===== src/sv/ps2mrp_pkg.sv =====
// Shared types, state codes and step tables for the PS/2 mouse poll sequencer.
`default_nettype none

package ps2mrp_pkg;

  // Parameter defaults
  localparam int POS_WIDTH_DEF  = 16;
  localparam int TIME_WIDTH_DEF = 32;

  // Configuration register indexes
  localparam logic [1:0] CFG_POLL_IDX   = 2'd0;
  localparam logic [1:0] CFG_RATE_IDX   = 2'd1;
  localparam logic [1:0] CFG_RES_IDX    = 2'd2;
  localparam logic [1:0] CFG_SETTLE_IDX = 2'd3;

  // Configuration reset values
  localparam logic [31:0] POLL_RST   = 32'd1000;
  localparam logic [7:0]  RATE_RST   = 8'd200;
  localparam logic [1:0]  RES_RST    = 2'd3;
  localparam logic [15:0] SETTLE_RST = 16'd100;

  // Mouse command bytes
  localparam logic [7:0] CMD_RESET      = 8'hFF;
  localparam logic [7:0] CMD_REMOTE     = 8'hF0;
  localparam logic [7:0] CMD_SAMPLE     = 8'hF3;
  localparam logic [7:0] CMD_RESOLUTION = 8'hE8;
  localparam logic [7:0] CMD_READ_DATA  = 8'hEB;

  // Status byte bits
  localparam int STAT_X_SIGN = 4;
  localparam int STAT_Y_SIGN = 5;
  localparam int STAT_X_OVF  = 6;
  localparam int STAT_Y_OVF  = 7;

  // Step kinds
  localparam logic [3:0] K_IDLE     = 4'd0;
  localparam logic [3:0] K_START    = 4'd1;
  localparam logic [3:0] K_SETTLE   = 4'd2;
  localparam logic [3:0] K_WR       = 4'd3;
  localparam logic [3:0] K_RD       = 4'd4;
  localparam logic [3:0] K_BUSY     = 4'd5;
  localparam logic [3:0] K_UPDATE   = 4'd6;
  localparam logic [3:0] K_POLLWAIT = 4'd7;
  localparam logic [3:0] K_WR_SR    = 4'd8;
  localparam logic [3:0] K_WR_RES   = 4'd9;

  // Sequencer state codes (WR = send, RD = read request, WB = wait link idle)
  localparam logic [5:0] ST_IDLE          = 6'd0;
  localparam logic [5:0] ST_START         = 6'd1;
  localparam logic [5:0] ST_SETTLE_INIT   = 6'd2;
  localparam logic [5:0] ST_RST_WR        = 6'd3;
  localparam logic [5:0] ST_RST_WB        = 6'd4;
  localparam logic [5:0] ST_RSTACK_RD     = 6'd5;
  localparam logic [5:0] ST_RSTACK_WB     = 6'd6;
  localparam logic [5:0] ST_BLANK1_RD     = 6'd7;
  localparam logic [5:0] ST_BLANK1_WB     = 6'd8;
  localparam logic [5:0] ST_BLANK2_RD     = 6'd9;
  localparam logic [5:0] ST_BLANK2_WB     = 6'd10;
  localparam logic [5:0] ST_REM_WR        = 6'd11;
  localparam logic [5:0] ST_REM_WB        = 6'd12;
  localparam logic [5:0] ST_REMACK_RD     = 6'd13;
  localparam logic [5:0] ST_REMACK_WB     = 6'd14;
  localparam logic [5:0] ST_SR_WR         = 6'd15;
  localparam logic [5:0] ST_SR_WB         = 6'd16;
  localparam logic [5:0] ST_SRACK_RD      = 6'd17;
  localparam logic [5:0] ST_SRACK_WB      = 6'd18;
  localparam logic [5:0] ST_SRARG_WR      = 6'd19;
  localparam logic [5:0] ST_SRARG_WB      = 6'd20;
  localparam logic [5:0] ST_SRARGACK_RD   = 6'd21;
  localparam logic [5:0] ST_SRARGACK_WB   = 6'd22;
  localparam logic [5:0] ST_RES_WR        = 6'd23;
  localparam logic [5:0] ST_RES_WB        = 6'd24;
  localparam logic [5:0] ST_RESACK_RD     = 6'd25;
  localparam logic [5:0] ST_RESACK_WB     = 6'd26;
  localparam logic [5:0] ST_RESARG_WR     = 6'd27;
  localparam logic [5:0] ST_RESARG_WB     = 6'd28;
  localparam logic [5:0] ST_RESARGACK_RD  = 6'd29;
  localparam logic [5:0] ST_SETUP_END_WB  = 6'd30;
  localparam logic [5:0] ST_SETTLE_SETUP  = 6'd31;
  localparam logic [5:0] ST_POLL_WR       = 6'd32;
  localparam logic [5:0] ST_POLL_WB       = 6'd33;
  localparam logic [5:0] ST_POLLACK_RD    = 6'd34;
  localparam logic [5:0] ST_POLLACK_WB    = 6'd35;
  localparam logic [5:0] ST_STAT_RD       = 6'd36;
  localparam logic [5:0] ST_STAT_WB       = 6'd37;
  localparam logic [5:0] ST_X_RD          = 6'd38;
  localparam logic [5:0] ST_X_WB          = 6'd39;
  localparam logic [5:0] ST_Y_RD          = 6'd40;
  localparam logic [5:0] ST_Y_WB          = 6'd41;
  localparam logic [5:0] ST_UPDATE        = 6'd42;
  localparam logic [5:0] ST_POLLWAIT      = 6'd43;

  // Configuration values seen by the sequencer
  typedef struct packed {
    logic [31:0] poll_us;
    logic [7:0]  sample_rate;
    logic [1:0]  resolution;
    logic [15:0] settle_us;
  } cfg_t;

  // Per-request control fields handed to the sequencer
  typedef struct packed {
    logic       start_req;
    logic       link_busy;
    logic [7:0] rx_byte;
  } step_ctl_t;

  // Link command and status of one result
  typedef struct packed {
    logic       write_request;
    logic [7:0] write_data;
    logic       read_request;
    logic       overflow_flag;
    logic [7:0] status_byte;
  } seq_res_t;

  // Kind of work done in each state
  function automatic logic [3:0] step_kind(input logic [5:0] st);
    logic [3:0] k;
    unique case (st) inside
      ST_START: k = K_START;
      ST_SETTLE_INIT, ST_SETTLE_SETUP: k = K_SETTLE;
      ST_RST_WR, ST_REM_WR, ST_SR_WR, ST_RES_WR, ST_POLL_WR: k = K_WR;
      ST_SRARG_WR: k = K_WR_SR;
      ST_RESARG_WR: k = K_WR_RES;
      ST_RSTACK_RD, ST_BLANK1_RD, ST_BLANK2_RD, ST_REMACK_RD, ST_SRACK_RD,
      ST_SRARGACK_RD, ST_RESACK_RD, ST_RESARGACK_RD, ST_POLLACK_RD,
      ST_STAT_RD, ST_X_RD, ST_Y_RD: k = K_RD;
      ST_RST_WB, ST_RSTACK_WB, ST_BLANK1_WB, ST_BLANK2_WB, ST_REM_WB,
      ST_REMACK_WB, ST_SR_WB, ST_SRACK_WB, ST_SRARG_WB, ST_SRARGACK_WB,
      ST_RES_WB, ST_RESACK_WB, ST_RESARG_WB, ST_SETUP_END_WB, ST_POLL_WB,
      ST_POLLACK_WB, ST_STAT_WB, ST_X_WB, ST_Y_WB: k = K_BUSY;
      ST_UPDATE: k = K_UPDATE;
      ST_POLLWAIT: k = K_POLLWAIT;
      default: k = K_IDLE;
    endcase
    return k;
  endfunction

  // Fixed command byte of each command send state; argument sends take their byte from the settings
  function automatic logic [7:0] step_byte(input logic [5:0] st);
    logic [7:0] b;
    unique case (st)
      ST_RST_WR:  b = CMD_RESET;
      ST_REM_WR:  b = CMD_REMOTE;
      ST_SR_WR:   b = CMD_SAMPLE;
      ST_RES_WR:  b = CMD_RESOLUTION;
      ST_POLL_WR: b = CMD_READ_DATA;
      default:    b = 8'h00;
    endcase
    return b;
  endfunction

endpackage

`default_nettype wire


===== src/sv/ps2mrp_seq.sv =====
// Sequencer state, timers, packet capture and position accumulators.
`default_nettype none

module ps2mrp_seq #(
  parameter int POS_WIDTH  = ps2mrp_pkg::POS_WIDTH_DEF,
  parameter int TIME_WIDTH = ps2mrp_pkg::TIME_WIDTH_DEF
) (
  input  wire                          clk,
  input  wire                          rst_n,
  input  wire                          advance,
  input  ps2mrp_pkg::step_ctl_t        ctl,
  input  wire  [TIME_WIDTH-1:0]        now_us,
  input  ps2mrp_pkg::cfg_t             cfg,
  output ps2mrp_pkg::seq_res_t         res,
  output logic signed [POS_WIDTH-1:0]  pos_x,
  output logic signed [POS_WIDTH-1:0]  pos_y
);

  logic [5:0]            state_r, state_nxt;
  logic [TIME_WIDTH-1:0] mark_r, mark_nxt;
  logic [7:0]            status_r, status_nxt;
  logic [7:0]            xbyte_r, xbyte_nxt;
  logic [7:0]            ybyte_r, ybyte_nxt;
  logic [POS_WIDTH-1:0]  xacc_r, xacc_nxt;
  logic [POS_WIDTH-1:0]  yacc_r, yacc_nxt;
  logic                  ovf_r, ovf_nxt;
  logic                  wreq_r, wreq_nxt;
  logic                  rreq_r, rreq_nxt;
  logic [7:0]            wdata_r, wdata_nxt;

  logic [5:0]            st;
  logic [3:0]            kind;
  logic [TIME_WIDTH-1:0] elapsed;
  logic                  settle_done;
  logic                  poll_done;
  logic [POS_WIDTH-1:0]  dx;
  logic [POS_WIDTH-1:0]  dy;

  // Start request overrides the current state
  assign st   = ctl.start_req ? ps2mrp_pkg::ST_START : state_r;
  assign kind = ps2mrp_pkg::step_kind(st);

  // Wrapping elapsed time since the last mark
  assign elapsed     = now_us - mark_r;
  assign settle_done = elapsed >= TIME_WIDTH'(cfg.settle_us);
  assign poll_done   = 32'(elapsed) >= cfg.poll_us;

  // Sign-extend the 9-bit deltas
  assign dx = {{(POS_WIDTH-8){status_r[ps2mrp_pkg::STAT_X_SIGN]}}, xbyte_r};
  assign dy = {{(POS_WIDTH-8){status_r[ps2mrp_pkg::STAT_Y_SIGN]}}, ybyte_r};

  // Step the sequencer for one request
  always_comb begin
    state_nxt  = st;
    mark_nxt   = mark_r;
    status_nxt = status_r;
    xbyte_nxt  = xbyte_r;
    ybyte_nxt  = ybyte_r;
    xacc_nxt   = xacc_r;
    yacc_nxt   = yacc_r;
    ovf_nxt    = ovf_r;
    wreq_nxt   = 1'b0;
    rreq_nxt   = 1'b0;
    wdata_nxt  = 8'h00;
    unique case (kind)
      ps2mrp_pkg::K_START: begin
        mark_nxt  = now_us;
        state_nxt = st + 6'd1;
      end
      ps2mrp_pkg::K_SETTLE: begin
        if (settle_done) begin
          state_nxt = st + 6'd1;
        end
      end
      ps2mrp_pkg::K_WR: begin
        wreq_nxt  = 1'b1;
        wdata_nxt = ps2mrp_pkg::step_byte(st);
        state_nxt = st + 6'd1;
      end
      ps2mrp_pkg::K_WR_SR: begin
        wreq_nxt  = 1'b1;
        wdata_nxt = cfg.sample_rate;
        state_nxt = st + 6'd1;
      end
      ps2mrp_pkg::K_WR_RES: begin
        wreq_nxt  = 1'b1;
        wdata_nxt = {6'd0, cfg.resolution};
        state_nxt = st + 6'd1;
      end
      ps2mrp_pkg::K_RD: begin
        rreq_nxt  = 1'b1;
        state_nxt = st + 6'd1;
      end
      ps2mrp_pkg::K_BUSY: begin
        if (!ctl.link_busy) begin
          if (st == ps2mrp_pkg::ST_SETUP_END_WB) begin
            mark_nxt = now_us;
          end else if (st == ps2mrp_pkg::ST_STAT_WB) begin
            status_nxt = ctl.rx_byte;
          end else if (st == ps2mrp_pkg::ST_X_WB) begin
            xbyte_nxt = ctl.rx_byte;
          end else if (st == ps2mrp_pkg::ST_Y_WB) begin
            ybyte_nxt = ctl.rx_byte;
          end
          state_nxt = st + 6'd1;
        end
      end
      ps2mrp_pkg::K_UPDATE: begin
        xacc_nxt  = xacc_r + dx;
        yacc_nxt  = yacc_r + dy;
        ovf_nxt   = status_r[ps2mrp_pkg::STAT_X_OVF] | status_r[ps2mrp_pkg::STAT_Y_OVF];
        mark_nxt  = now_us;
        state_nxt = ps2mrp_pkg::ST_POLLWAIT;
      end
      ps2mrp_pkg::K_POLLWAIT: begin
        if (poll_done) begin
          state_nxt = ps2mrp_pkg::ST_POLL_WR;
        end
      end
      default: begin
      end
    endcase
  end

  // Commit the step when the request moves into the result register
  always_ff @(posedge clk) begin
    if (!rst_n) begin
      state_r  <= ps2mrp_pkg::ST_IDLE;
      mark_r   <= '0;
      status_r <= '0;
      xbyte_r  <= '0;
      ybyte_r  <= '0;
      xacc_r   <= '0;
      yacc_r   <= '0;
      ovf_r    <= 1'b0;
      wreq_r   <= 1'b0;
      rreq_r   <= 1'b0;
    end else if (advance) begin
      state_r  <= state_nxt;
      mark_r   <= mark_nxt;
      status_r <= status_nxt;
      xbyte_r  <= xbyte_nxt;
      ybyte_r  <= ybyte_nxt;
      xacc_r   <= xacc_nxt;
      yacc_r   <= yacc_nxt;
      ovf_r    <= ovf_nxt;
      wreq_r   <= wreq_nxt;
      rreq_r   <= rreq_nxt;
    end
  end

  // Command byte carries no reset
  always_ff @(posedge clk) begin
    if (advance) begin
      wdata_r <= wdata_nxt;
    end
  end

  assign res.write_request = wreq_r;
  assign res.write_data    = wdata_r;
  assign res.read_request  = rreq_r;
  assign res.overflow_flag = ovf_r;
  assign res.status_byte   = status_r;
  assign pos_x             = xacc_r;
  assign pos_y             = yacc_r;

endmodule

`default_nettype wire


===== src/sv/ps2_mouse_remote_poll_sequencer.sv =====
// Top level of the PS/2 mouse remote-mode poll sequencer.
//
//  Channel | Ports                      | Direction | Payload
//  --------+----------------------------+-----------+------------------------------------
//  in      | in_tvalid/tready/tdata     | slave     | one update tick
//  out     | out_tvalid/tready/tdata    | master    | link command and position per tick
//  cfg     | cfg_valid/ready/index/data | slave     | register writes, always ready
//
// Each update request yields exactly one result, offered once it has passed the input register
// and then the sequencer step into the result register.
// A request can be accepted every cycle while results are taken; the step is one 32-bit
// subtract-and-compare plus the accumulator adds.
// Reset is synchronous (rst_n low): idle state, cleared bytes and accumulators, config defaults.
// A stalled result holds the input register; the input side stalls only when both are full.
`default_nettype none

module ps2_mouse_remote_poll_sequencer #(
  parameter int POS_WIDTH  = ps2mrp_pkg::POS_WIDTH_DEF,
  parameter int TIME_WIDTH = ps2mrp_pkg::TIME_WIDTH_DEF,
  localparam int IN_BITS   = 10 + TIME_WIDTH,
  localparam int IN_W      = ((IN_BITS + 7) / 8) * 8,
  localparam int OUT_BITS  = 19 + 2 * POS_WIDTH,
  localparam int OUT_W     = ((OUT_BITS + 7) / 8) * 8
) (
  input  wire              clk,
  input  wire              rst_n,
  // in_tdata, lowest bit up: start_req, link_busy, rx_byte[7:0],
  // now_us[TIME_WIDTH-1:0], zero pad
  input  wire              in_tvalid,
  output logic             in_tready,
  input  wire  [IN_W-1:0]  in_tdata,
  // out_tdata, lowest bit up: write_request, write_data[7:0], read_request,
  // pos_x[POS_WIDTH-1:0], pos_y[POS_WIDTH-1:0], overflow_flag,
  // status_byte[7:0], zero pad
  output logic             out_tvalid,
  input  wire              out_tready,
  output logic [OUT_W-1:0] out_tdata,
  input  wire              cfg_valid,
  output logic             cfg_ready,
  input  wire  [1:0]       cfg_index,
  input  wire  [31:0]      cfg_data
);

  ps2mrp_pkg::cfg_t      cfg_r;
  logic                  s1_valid_r;
  ps2mrp_pkg::step_ctl_t s1_ctl_r;
  logic [TIME_WIDTH-1:0] s1_now_r;
  logic                  out_valid_r;
  logic                  advance;

  ps2mrp_pkg::seq_res_t         res;
  logic signed [POS_WIDTH-1:0]  pos_x;
  logic signed [POS_WIDTH-1:0]  pos_y;

  // Configuration writes are always taken
  assign cfg_ready = 1'b1;

  always_ff @(posedge clk) begin
    if (!rst_n) begin
      cfg_r.poll_us     <= ps2mrp_pkg::POLL_RST;
      cfg_r.sample_rate <= ps2mrp_pkg::RATE_RST;
      cfg_r.resolution  <= ps2mrp_pkg::RES_RST;
      cfg_r.settle_us   <= ps2mrp_pkg::SETTLE_RST;
    end else if (cfg_valid) begin
      unique case (cfg_index)
        ps2mrp_pkg::CFG_POLL_IDX:   cfg_r.poll_us     <= cfg_data;
        ps2mrp_pkg::CFG_RATE_IDX:   cfg_r.sample_rate <= cfg_data[7:0];
        ps2mrp_pkg::CFG_RES_IDX:    cfg_r.resolution  <= cfg_data[1:0];
        ps2mrp_pkg::CFG_SETTLE_IDX: cfg_r.settle_us   <= cfg_data[15:0];
        default: begin
        end
      endcase
    end
  end

  // Move the held request into the result register when that slot frees up
  assign advance   = s1_valid_r && (!out_valid_r || out_tready);
  assign in_tready = !s1_valid_r || advance;

  // Track occupancy of the input and result registers
  always_ff @(posedge clk) begin
    if (!rst_n) begin
      s1_valid_r  <= 1'b0;
      out_valid_r <= 1'b0;
    end else begin
      if (in_tready) begin
        s1_valid_r <= in_tvalid;
      end
      if (advance) begin
        out_valid_r <= 1'b1;
      end else if (out_tready) begin
        out_valid_r <= 1'b0;
      end
    end
  end

  // Capture the request payload
  always_ff @(posedge clk) begin
    if (in_tvalid && in_tready) begin
      s1_ctl_r.start_req <= in_tdata[0];
      s1_ctl_r.link_busy <= in_tdata[1];
      s1_ctl_r.rx_byte   <= in_tdata[9:2];
      s1_now_r           <= in_tdata[IN_BITS-1:10];
    end
  end

  ps2mrp_seq #(
    .POS_WIDTH  (POS_WIDTH),
    .TIME_WIDTH (TIME_WIDTH)
  ) u_seq (
    .clk     (clk),
    .rst_n   (rst_n),
    .advance (advance),
    .ctl     (s1_ctl_r),
    .now_us  (s1_now_r),
    .cfg     (cfg_r),
    .res     (res),
    .pos_x   (pos_x),
    .pos_y   (pos_y)
  );

  // Pack the result
  assign out_tvalid = out_valid_r;
  assign out_tdata  = OUT_W'({res.status_byte, res.overflow_flag, pos_y, pos_x,
                              res.read_request, res.write_data, res.write_request});

  // A tick never asks the link to send and receive at once
  a_no_dual_req: assert property (@(posedge clk) disable iff (!rst_n)
    out_valid_r |-> !(res.write_request && res.read_request))
    else $error("write and read requested in the same tick");

  // Without a send request the command byte reads zero
  a_wdata_idle: assert property (@(posedge clk) disable iff (!rst_n)
    (out_valid_r && !res.write_request) |-> (res.write_data == 8'h00))
    else $error("command byte nonzero without a send request");

  // A request that steps always yields a result next cycle
  a_advance_fills: assert property (@(posedge clk) disable iff (!rst_n)
    advance |=> out_valid_r)
    else $error("stepped request did not reach the result register");

endmodule

`default_nettype wire


===== config.mk =====
export PLATFORM = sky130hd
export DESIGN_NAME = ps2_mouse_remote_poll_sequencer
export DESIGN_NICKNAME = d
export VERILOG_FILES = /design/src/sv/ps2mrp_pkg.sv /design/src/sv/ps2mrp_seq.sv /design/src/sv/ps2_mouse_remote_poll_sequencer.sv
export SDC_FILE = /design/constraint.sdc
export NUM_CORES = 1
export LEC_CHECK = 0
export BUFFER_PORTS_ARGS = -buffer_cell sky130_fd_sc_hd__buf_2
export CAP_MARGIN = 40
export CORE_ASPECT_RATIO = 1.1
export CORE_MARGIN = 2
export CORE_UTILIZATION = 50
export DETAILED_ROUTE_END_ITERATION = 7
export PLACE_DENSITY = 0.74
export SLEW_MARGIN = 20
export SYNTH_ARGS = -nofsm -noshare
export SYNTH_HDL_FRONTEND = slang
export SYNTH_HIERARCHICAL = 1
export SYNTH_SLANG_ARGS = --single-unit

===== constraint.sdc =====
create_clock -name clk -period 8.5 [get_ports clk]
set_input_delay 1.275 -clock clk [delete_from_list [all_inputs] [get_ports clk]]
set_output_delay 1.275 -clock clk [all_outputs]
set_load 0.01 [all_outputs]

==> impl_metrics.ini, run 1 <==
[drt]
wire_per_inst_um = 15.5
route.final.wire_length_um = 29900
vias_per_cell = 5.46
route.antenna.remaining_nets = 0
initialDrtViolationCount = 637
detail_route.first_pass.iterations = 5
route.vias.total = 10500
drcViolationCount = 0

[synth]
synth_area_leaders = dfxtp_1 (24%), edfxtp_1 (12%), ha_1 (11%)
yosys_register_bits = 207
yosys.cell_count.top_type = nand2_1
synthDominantCellAreaShare_pct = 24.2
postSynth.asyncResetShare_pct = 0
yosys.area_share.simple_pct = 18.5
synth_area_in_adders_pct = 11.3
yosys-mux-area-fraction_pct = 8.79
yosysUniqueCellTypes = 82
syn_avg_cell_area_um2 = 8.93
synth_common_cells = nand2_1 (169), dfxtp_1 (157), inv_1 (119), ha_1 (113), mux2i_1 (113)
postSynth.topFlopCell = dfxtp_1
synthesis.yosys.warnings = 6
post_synthesis_cell_area_um2 = 13000
count_of_flip_flops_with_a_built_in_enable_after_synthesis = 50
post_synth_xor_area_fraction_pct = 3.44
synth_top_area_cell = dfxtp_1
synth_top_family_by_area = simple AND/OR/NAND/NOR gates
synth_sequential_area_ratio_pct = 35.7
synth_compound_gate_area_share_pct = 15.3
syn_inst = 1456

[min_path]
timing.hold.worst_endpoint = cfg_r[38]$_SDFFE_PN0P_
hold_path_depth = 2
hold_path_class = flop to flop
hold_path_start = cfg_r[38]$_SDFFE_PN0P_

[global_route]
grt_pass1_wl_um = 49300
grt_overflow_total = 0
initial_antenna_violation_count = 1
grt_max_degree = 82
grt_overall_usage_pct = 21.7
grt_pass1_vias = 10200

[power]
power_per_cell_area_nw_per_um2 = 175
power.share.combinational_pct = 18.1
cellInternalPower_mw = 1.84
clock_power_share_pct = 40.0
ir_worst_vdd_mv = 0.183
switching_share_pct = 27.8
leakage_nw = 6.14
power.sequential.fraction_pct = 41.9
netSwitchingPower_mw = 0.706

[setup_path]
r2r_start = s1_now_r[4]$_DFFE_PP_
reg2reg_depth = 18
worst_ep_required_time_ns = 8.90
endpoint_kind = flop
worst_ep_arrival_time_ns = 5.77
worst_r2r_endpoint = u_seq/state_r[4]$_SDFFE_PN0P_
critical_path_class = flop to flop
critPathMaxFanout = 4
rrSetupSlack_ns = 3.13
sort_of_element_at_the_start_of_the_critical_path = flop

[clock_network]
cts_buffers = 24
clk-insertion-delay-late_ns = 0.52
cts-hold-fix-buffers = 0
htreeDepth = 1
clock-sinks = 207
buffers_from_clock_root_to_sink_at_most = 3
resize_count_post_cts = 0
post-cts-setup-buffers = 0
cts-root-buf = clkbuf_16
tritoncts = done
clk_transition_reported_paths_ns = 0.06

[timing]
post-route-min-period_ns = 5.37
number_of_hold_violations_in_the_final_report = 0
final-max-slew-violation-count = 0
fin_setup_tns_ns = 0
period_share_pct = 63.2
maxClockFrequency_mhz = 186
worst_clock_skew_ns = 0.0149
grt_setup_unrepaired = no
max_slew.worst_pin.slew_ns = 0.907
slew_headroom_pct = 39.3
finalHoldWorstSlack_ns = 0.455
number_of_failing_setup_endpoints_in_the_final_timing_report = 0

[finish]
footprint_of_the_multi_input_gates_um2 = 7500
syn_to_final_growth_pct = 12.1
seqCellArea_um2 = 4640
layout.filler_cells = 2289
final_net_count = 1759
final_layout_size_suffix_gt1_share_pct = 12.9

[placed_design]
io_buffer_count = 133
globalplace.congestion = 0.886
post-dp-hpwl_um = 21900

[floorplanning]
die_area_um2 = 27300
core_region_area_um2 = 25400
starting_density_of_the_core_pct = 51.1
std_cell_rows = 61
chipWidth_um = 158
pin_count = 146
die_height_um = 173

[status]
status = finished, final reports clean

[run]
max-cap-violations = 0
-- power groups by stage --
| stage | Clock (mW) | Sequential [mW] | Combinational (mW) |
|---|---|---|---|
| after floorplan | 0 | 1.08 | 0.349 |
| after global placement | 0 | 1.09 | 0.444 |
| after detailed placement | 0 | 1.09 | 0.456 |
| after CTS | 1.05 | 1.07 | 0.459 |
| after global routing | 1.09 | 1.07 | 0.520 |
| final | 1.02 | 1.07 | 0.461 |
-- metal layers --
layer | global-route usage, % | vias up | routed length (um)
met5 | 0 | - | 0
met4 | 5.91 | 0 | 658
met3 | 2.46 | 47 | 1390
met2 | 38.2 | 233 | 14600
met1 | 27.9 | 4897 | 13200
li1 | - | 5303 | -
-- per-stage QoR --
step / util [%] / cell area (um^2) / total power, mW / worst slack [ns] / std cells
3_5_place_dp: 54.2 / 13800 / 1.54 / 3.16 / 1875
3_3_place_gp: 54.2 / 13800 / 1.53 / 3.19 / 1875
2_1_floorplan: - / 13000 / 1.43 / 4.27 / 1460
5_1_grt: 57.3 / 14600 / 2.68 / 2.91 / 1921
4_1_cts: 57.3 / 14600 / 2.57 / 3.13 / 1919
6_report: 57.3 / 14600 / 2.55 / 3.13 / 1921
-- worst max path at each step --
stage	from	end	slack, ns	cells past startpoint
2_1_floorplan	s1_now_r[2]$_DFFE_PP_	u_seq/state_r[4]$_SDFFE_PN0P_	4.27	18
4_1_cts	s1_now_r[4]$_DFFE_PP_	u_seq/state_r[4]$_SDFFE_PN0P_	3.13	18
3_3_place_gp	s1_now_r[4]$_DFFE_PP_	u_seq/state_r[4]$_SDFFE_PN0P_	3.19	18
6_report	s1_now_r[4]$_DFFE_PP_	u_seq/state_r[4]$_SDFFE_PN0P_	3.13	18
5_1_grt	s1_now_r[4]$_DFFE_PP_	u_seq/state_r[4]$_SDFFE_PN0P_	2.91	18
3_5_place_dp	s1_now_r[4]$_DFFE_PP_	u_seq/state_r[4]$_SDFFE_PN0P_	3.16	18
-- cells in the final DEF, fill, tap and decap left out, drive strengths merged, types with 8 or more instances in the layout --
cell	synthesis	routed
a211oi	15	15
a21boi	13	13
a21o	32	32
a21oi	69	69
a31oi	15	15
and2	22	22
and3	8	8
buf	41	143
clkbuf	32	33
clkinv	2	10
dfxtp	157	157
edfxtp	50	50
ha	113	113
inv	119	121
mux2i	113	113
nand2	169	169
nand2b	15	15
nand3	31	31
nand4	13	13
nor2	61	61
nor2b	82	82
nor3	22	22
nor4	9	9
o211ai	18	18
o21a	10	10
o21ai	67	67
o21bai	8	8
o31ai	11	11
or2	8	8
or3	9	9
xnor2	34	34
xor2	17	17
-- kinds of logic after synthesis --
kind of cell / after synthesis
simple gates: 474
compound gates: 298
flops: 207
buf+inv: 194
fa+ha+maj: 116
mux: 114
xor+xnor: 51
other cells: 2
-- registers in the layout, summed over array words and instances (netlist names) --
register,count
u_seq/state_r,6
u_seq/status_r,8
u_seq/xbyte_r,8
u_seq/ovf_r,1
u_seq/pos_y,16
u_seq/mark_r,32
s1_valid_r,1
u_seq/pos_x,16
u_seq/ybyte_r,8
u_seq/rreq_r,1
u_seq/wreq_r,1
s1_now_r,32
u_seq/wdata_r,8
cfg_r,58
out_tvalid,1
s1_ctl_r,10
-- critical path, stage by stage, from the launching register on --
cell and delay, ns:
edfxtp_1 0.45, ha_1 0.39, o211ai_1 0.11, a21oi_1 0.22, o21ai_1 0.19, o31ai_1 0.56
a21o_1 0.27, mux2_2 0.36, or2_2 0.31, ha_1 0.30, nand4_1 0.09, or2_2 0.29
nor4_1 0.40, o311ai_0 0.32, nand4b_1 0.22, nor2_1 0.07, a41o_2 0.28, nand2b_1 0.18
a32o_1 0.25
-- area by class of cell --
type | count | area share, %
Timing Repair Buffer | 143 | 5.13
Clock inverter | 11 | 0.618
Tap cell | 346 | 2.97
Sequential cell | 207 | 31.9
Inverter | 121 | 3.12
Clock buffer | 33 | 4.77
Multi-Input combinational cell | 1059 | 51.5
Antenna cell | 1 | 0.0172
No activity file was read; power rests on OpenSTA's default activity.
==> run 2, diff against run 1 <==
- ABC_AREA: not set -> 1
- clock period: 8.5 -> 5.5 ns (I/O delays scaled with it)
==> impl_metrics.ini, run 2 <==
[status]
status = finished, final reports clean

[synth]
synth_top_area_cell = dfxtp_1
count_of_flip_flops_with_a_built_in_enable_after_synthesis = 50
syn_avg_cell_area_um2 = 6.99
synth_common_cells = nand2_1 (449), inv_1 (338), nor2_1 (174), a21oi_1 (171), dfxtp_1 (157)
synth_sequential_area_ratio_pct = 34.5
synth_area_leaders = dfxtp_1 (23%), nand2_1 (13%), edfxtp_1 (11%)
postSynth.asyncResetShare_pct = 0
yosys_register_bits = 207
synthesis.yosys.warnings = 6
postSynth.topFlopCell = dfxtp_1
yosys.cell_count.top_type = nand2_1
yosysUniqueCellTypes = 50
syn_inst = 1926
synthDominantCellAreaShare_pct = 23.3
post_synthesis_cell_area_um2 = 13500

[global_route]
grt_pass1_wl_um = 52900
grt_pass1_vias = 11300
grt_max_degree = 79
grt_overflow_total = 0
grt_overall_usage_pct = 22.5
initial_antenna_violation_count = 0

[clock_network]
buffers_from_clock_root_to_sink_at_most = 3
cts-hold-fix-buffers = 0
clk_transition_reported_paths_ns = 0.06
cts_buffers = 23
cts-root-buf = clkbuf_16
resize_count_post_cts = 0
tritoncts = done
clock-sinks = 207
post-cts-setup-buffers = 0
htreeDepth = 1
clk-insertion-delay-late_ns = 0.51

[placed_design]
io_buffer_count = 133
post-dp-hpwl_um = 24300
dpl_cell_area_um2 = 14300
globalplace.congestion = 0.947
placed_cells_incl_taps = 2365

[finish]
layout_common_cells = nand2_1 (449), inv_1 (337), nor2_1 (174), a21oi_1 (171), dfxtp_1 (157)
stdcell_count = 2407
final_common_cell = nand2_1
syn_to_final_growth_pct = 11.6
seqCellArea_um2 = 4640
final_layout_size_suffix_gt1_share_pct = 10.8
final_net_count = 2237
layout.filler_cells = 2556
reg_top3 = cfg_r: 58 flops, s1_now_r: 32 flops, u_seq/mark_r: 32 flops
footprint_of_the_multi_input_gates_um2 = 7170
largest_register_ff_count = 58
antenna-diode-count = 0
regMostFlops = cfg_r
final_core_utilization_pct = 56.2
fin_area_um2 = 15000

[floorplanning]
std_cell_rows = 63
starting_density_of_the_core_pct = 50.4
die_height_um = 176
pin_count = 146
die_area_um2 = 28300
chipWidth_um = 160
core_region_area_um2 = 26700

[timing]
final-max-slew-violation-count = 0
fin_setup_tns_ns = 0
slew_headroom_pct = 49.1
period_share_pct = 72.5
grt_setup_unrepaired = no
maxClockFrequency_mhz = 251
number_of_hold_violations_in_the_final_report = 0
worst_clock_skew_ns = 0.0102
number_of_failing_setup_endpoints_in_the_final_timing_report = 0
post-route-min-period_ns = 3.99
max_slew.worst_pin.slew_ns = 0.763

[power]
ir_worst_vdd_mv = 0.249
leakage_nw = 7.56
power.sequential.fraction_pct = 40.0
cellInternalPower_mw = 2.84
netSwitchingPower_mw = 1.35
power.share.combinational_pct = 25.6
switching_share_pct = 32.2
clock_power_share_pct = 34.4
power_per_cell_area_nw_per_um2 = 278

[setup_path]
rrSetupSlack_ns = 1.51
timing.critical_path.mode_cell = nand2_1
sort_of_element_at_the_start_of_the_critical_path = flop
worst_ep_arrival_time_ns = 4.37
crit_end = u_seq/state_r[1]$_SDFFE_PN0P_
cp_slowest_stage_delay_ns = 0.45
reg2reg_depth = 24
endpoint_kind = flop
cp_slowest_cell = fa_1
worst_r2r_endpoint = u_seq/state_r[1]$_SDFFE_PN0P_
timing.critical_path.cells = inv_1 > ha_1 > inv_1 > fa_1 > nand3_1 > nand3_1 > nand2_1 > nand2_1 > inv_1 > o21bai_1 > xnor2_1 > inv_1 > ha_1 > nand2_1 > nor4_1 > o21ai_0 > nand3_1 > nor2_1 > nand2_1 > nand2_1 > nor2_1 > nand3_1 > nand2_1 > a21oi_1
critPathMaxFanout = 4
worst_ep_required_time_ns = 5.89
r2r_start = s1_now_r[0]$_DFFE_PP_
startpoint = s1_now_r[0]$_DFFE_PP_
critical_path_class = flop to flop

[drt]
detail_route.first_pass.iterations = 5
initialDrtViolationCount = 796
drcViolationCount = 0
route.final.wire_length_um = 32100
route.antenna.remaining_nets = 0
wire_per_inst_um = 13.4
vias_per_cell = 5.08
route.vias.total = 12200

[run]
max-cap-violations = 0

[min_path]
hold_path_class = flop to flop
hold_path_depth = 2
==> run 2: cell type report <==
class | instances | share of cell area, %
Multi-Input combinational cell | 1312 | 47.7
Timing Repair Buffer | 142 | 5.09
Clock inverter | 8 | 0.308
Tap cell | 357 | 2.97
Inverter | 348 | 8.69
Clock buffer | 33 | 4.35
Sequential cell | 207 | 30.9
==> run 2: worst min path at each step <==
| stage | startpoint | end | slack, ns |
|---|---|---|---|
| global route | in_tdata[13] | s1_now_r[3]$_DFFE_PP_ | 0.47 |
| global placement | u_seq/status_r[2]$_SDFFE_PN0P_ | u_seq/status_r[2]$_SDFFE_PN0P_ | 0.43 |
| floorplan | cfg_r[2]$_SDFFE_PN1P_ | cfg_r[2]$_SDFFE_PN1P_ | 0.43 |
| finish | u_seq/status_r[1]$_SDFFE_PN0P_ | u_seq/status_r[1]$_SDFFE_PN0P_ | 0.45 |
| detailed placement | u_seq/status_r[2]$_SDFFE_PN0P_ | u_seq/status_r[2]$_SDFFE_PN0P_ | 0.43 |
| CTS | u_seq/status_r[3]$_SDFFE_PN0P_ | u_seq/status_r[3]$_SDFFE_PN0P_ | 0.45 |
==> run 2: metal layers <==
metal  GRT usage [%]  vias to the layer above  part of all wire (%)
met3            2.51                       72                   3.9
li1                -                     6391                     -
met4            9.38                        0                   3.8
met1            27.3                     5473                    44
met2            40.5                      289                    48
met5               0                        -                     0
==> run 2: power groups by stage <==
stage / clock, mW / sequential, mW / combinational (mW)
2_1_floorplan: 0 / 1.70 / 0.808
6_report: 1.44 / 1.67 / 1.07
4_1_cts: 1.47 / 1.67 / 1.07
3_5_place_dp: 0 / 1.71 / 1.06
5_1_grt: 1.53 / 1.68 / 1.23
3_3_place_gp: 0 / 1.70 / 1.03
==> run 2: worst max-delay path: cells and delay by family, from the launching register on <==
family,cells,cell delay [ns]
simple gates,13,1.62
fa+ha+maj,3,0.86
compound gates,3,0.41
flops,1,0.38
buf+inv,4,0.30
xor+xnor,1,0.29
==> run 2: cell families after synthesis <==
group,Yosys count,synth area share [%]
simple gates,818,26.2
buf+inv,411,12.4
compound gates,331,13.2
flops,207,34.5
fa+ha+maj,116,10.9
xor+xnor,41,2.67
other cells,2,0.0558
==> run 2: per-stage QoR <==
| step | hold WS, ns | total power [mW] | setup slack (ns) |
|---|---|---|---|
| global route | 0.466 | 4.45 | 1.11 |
| floorplan | 0.426 | 2.50 | 2.35 |
| finish | 0.446 | 4.18 | 1.51 |
| CTS | 0.445 | 4.22 | 1.55 |
| global placement | 0.429 | 2.74 | 1.64 |
| detailed placement | 0.435 | 2.77 | 1.56 |
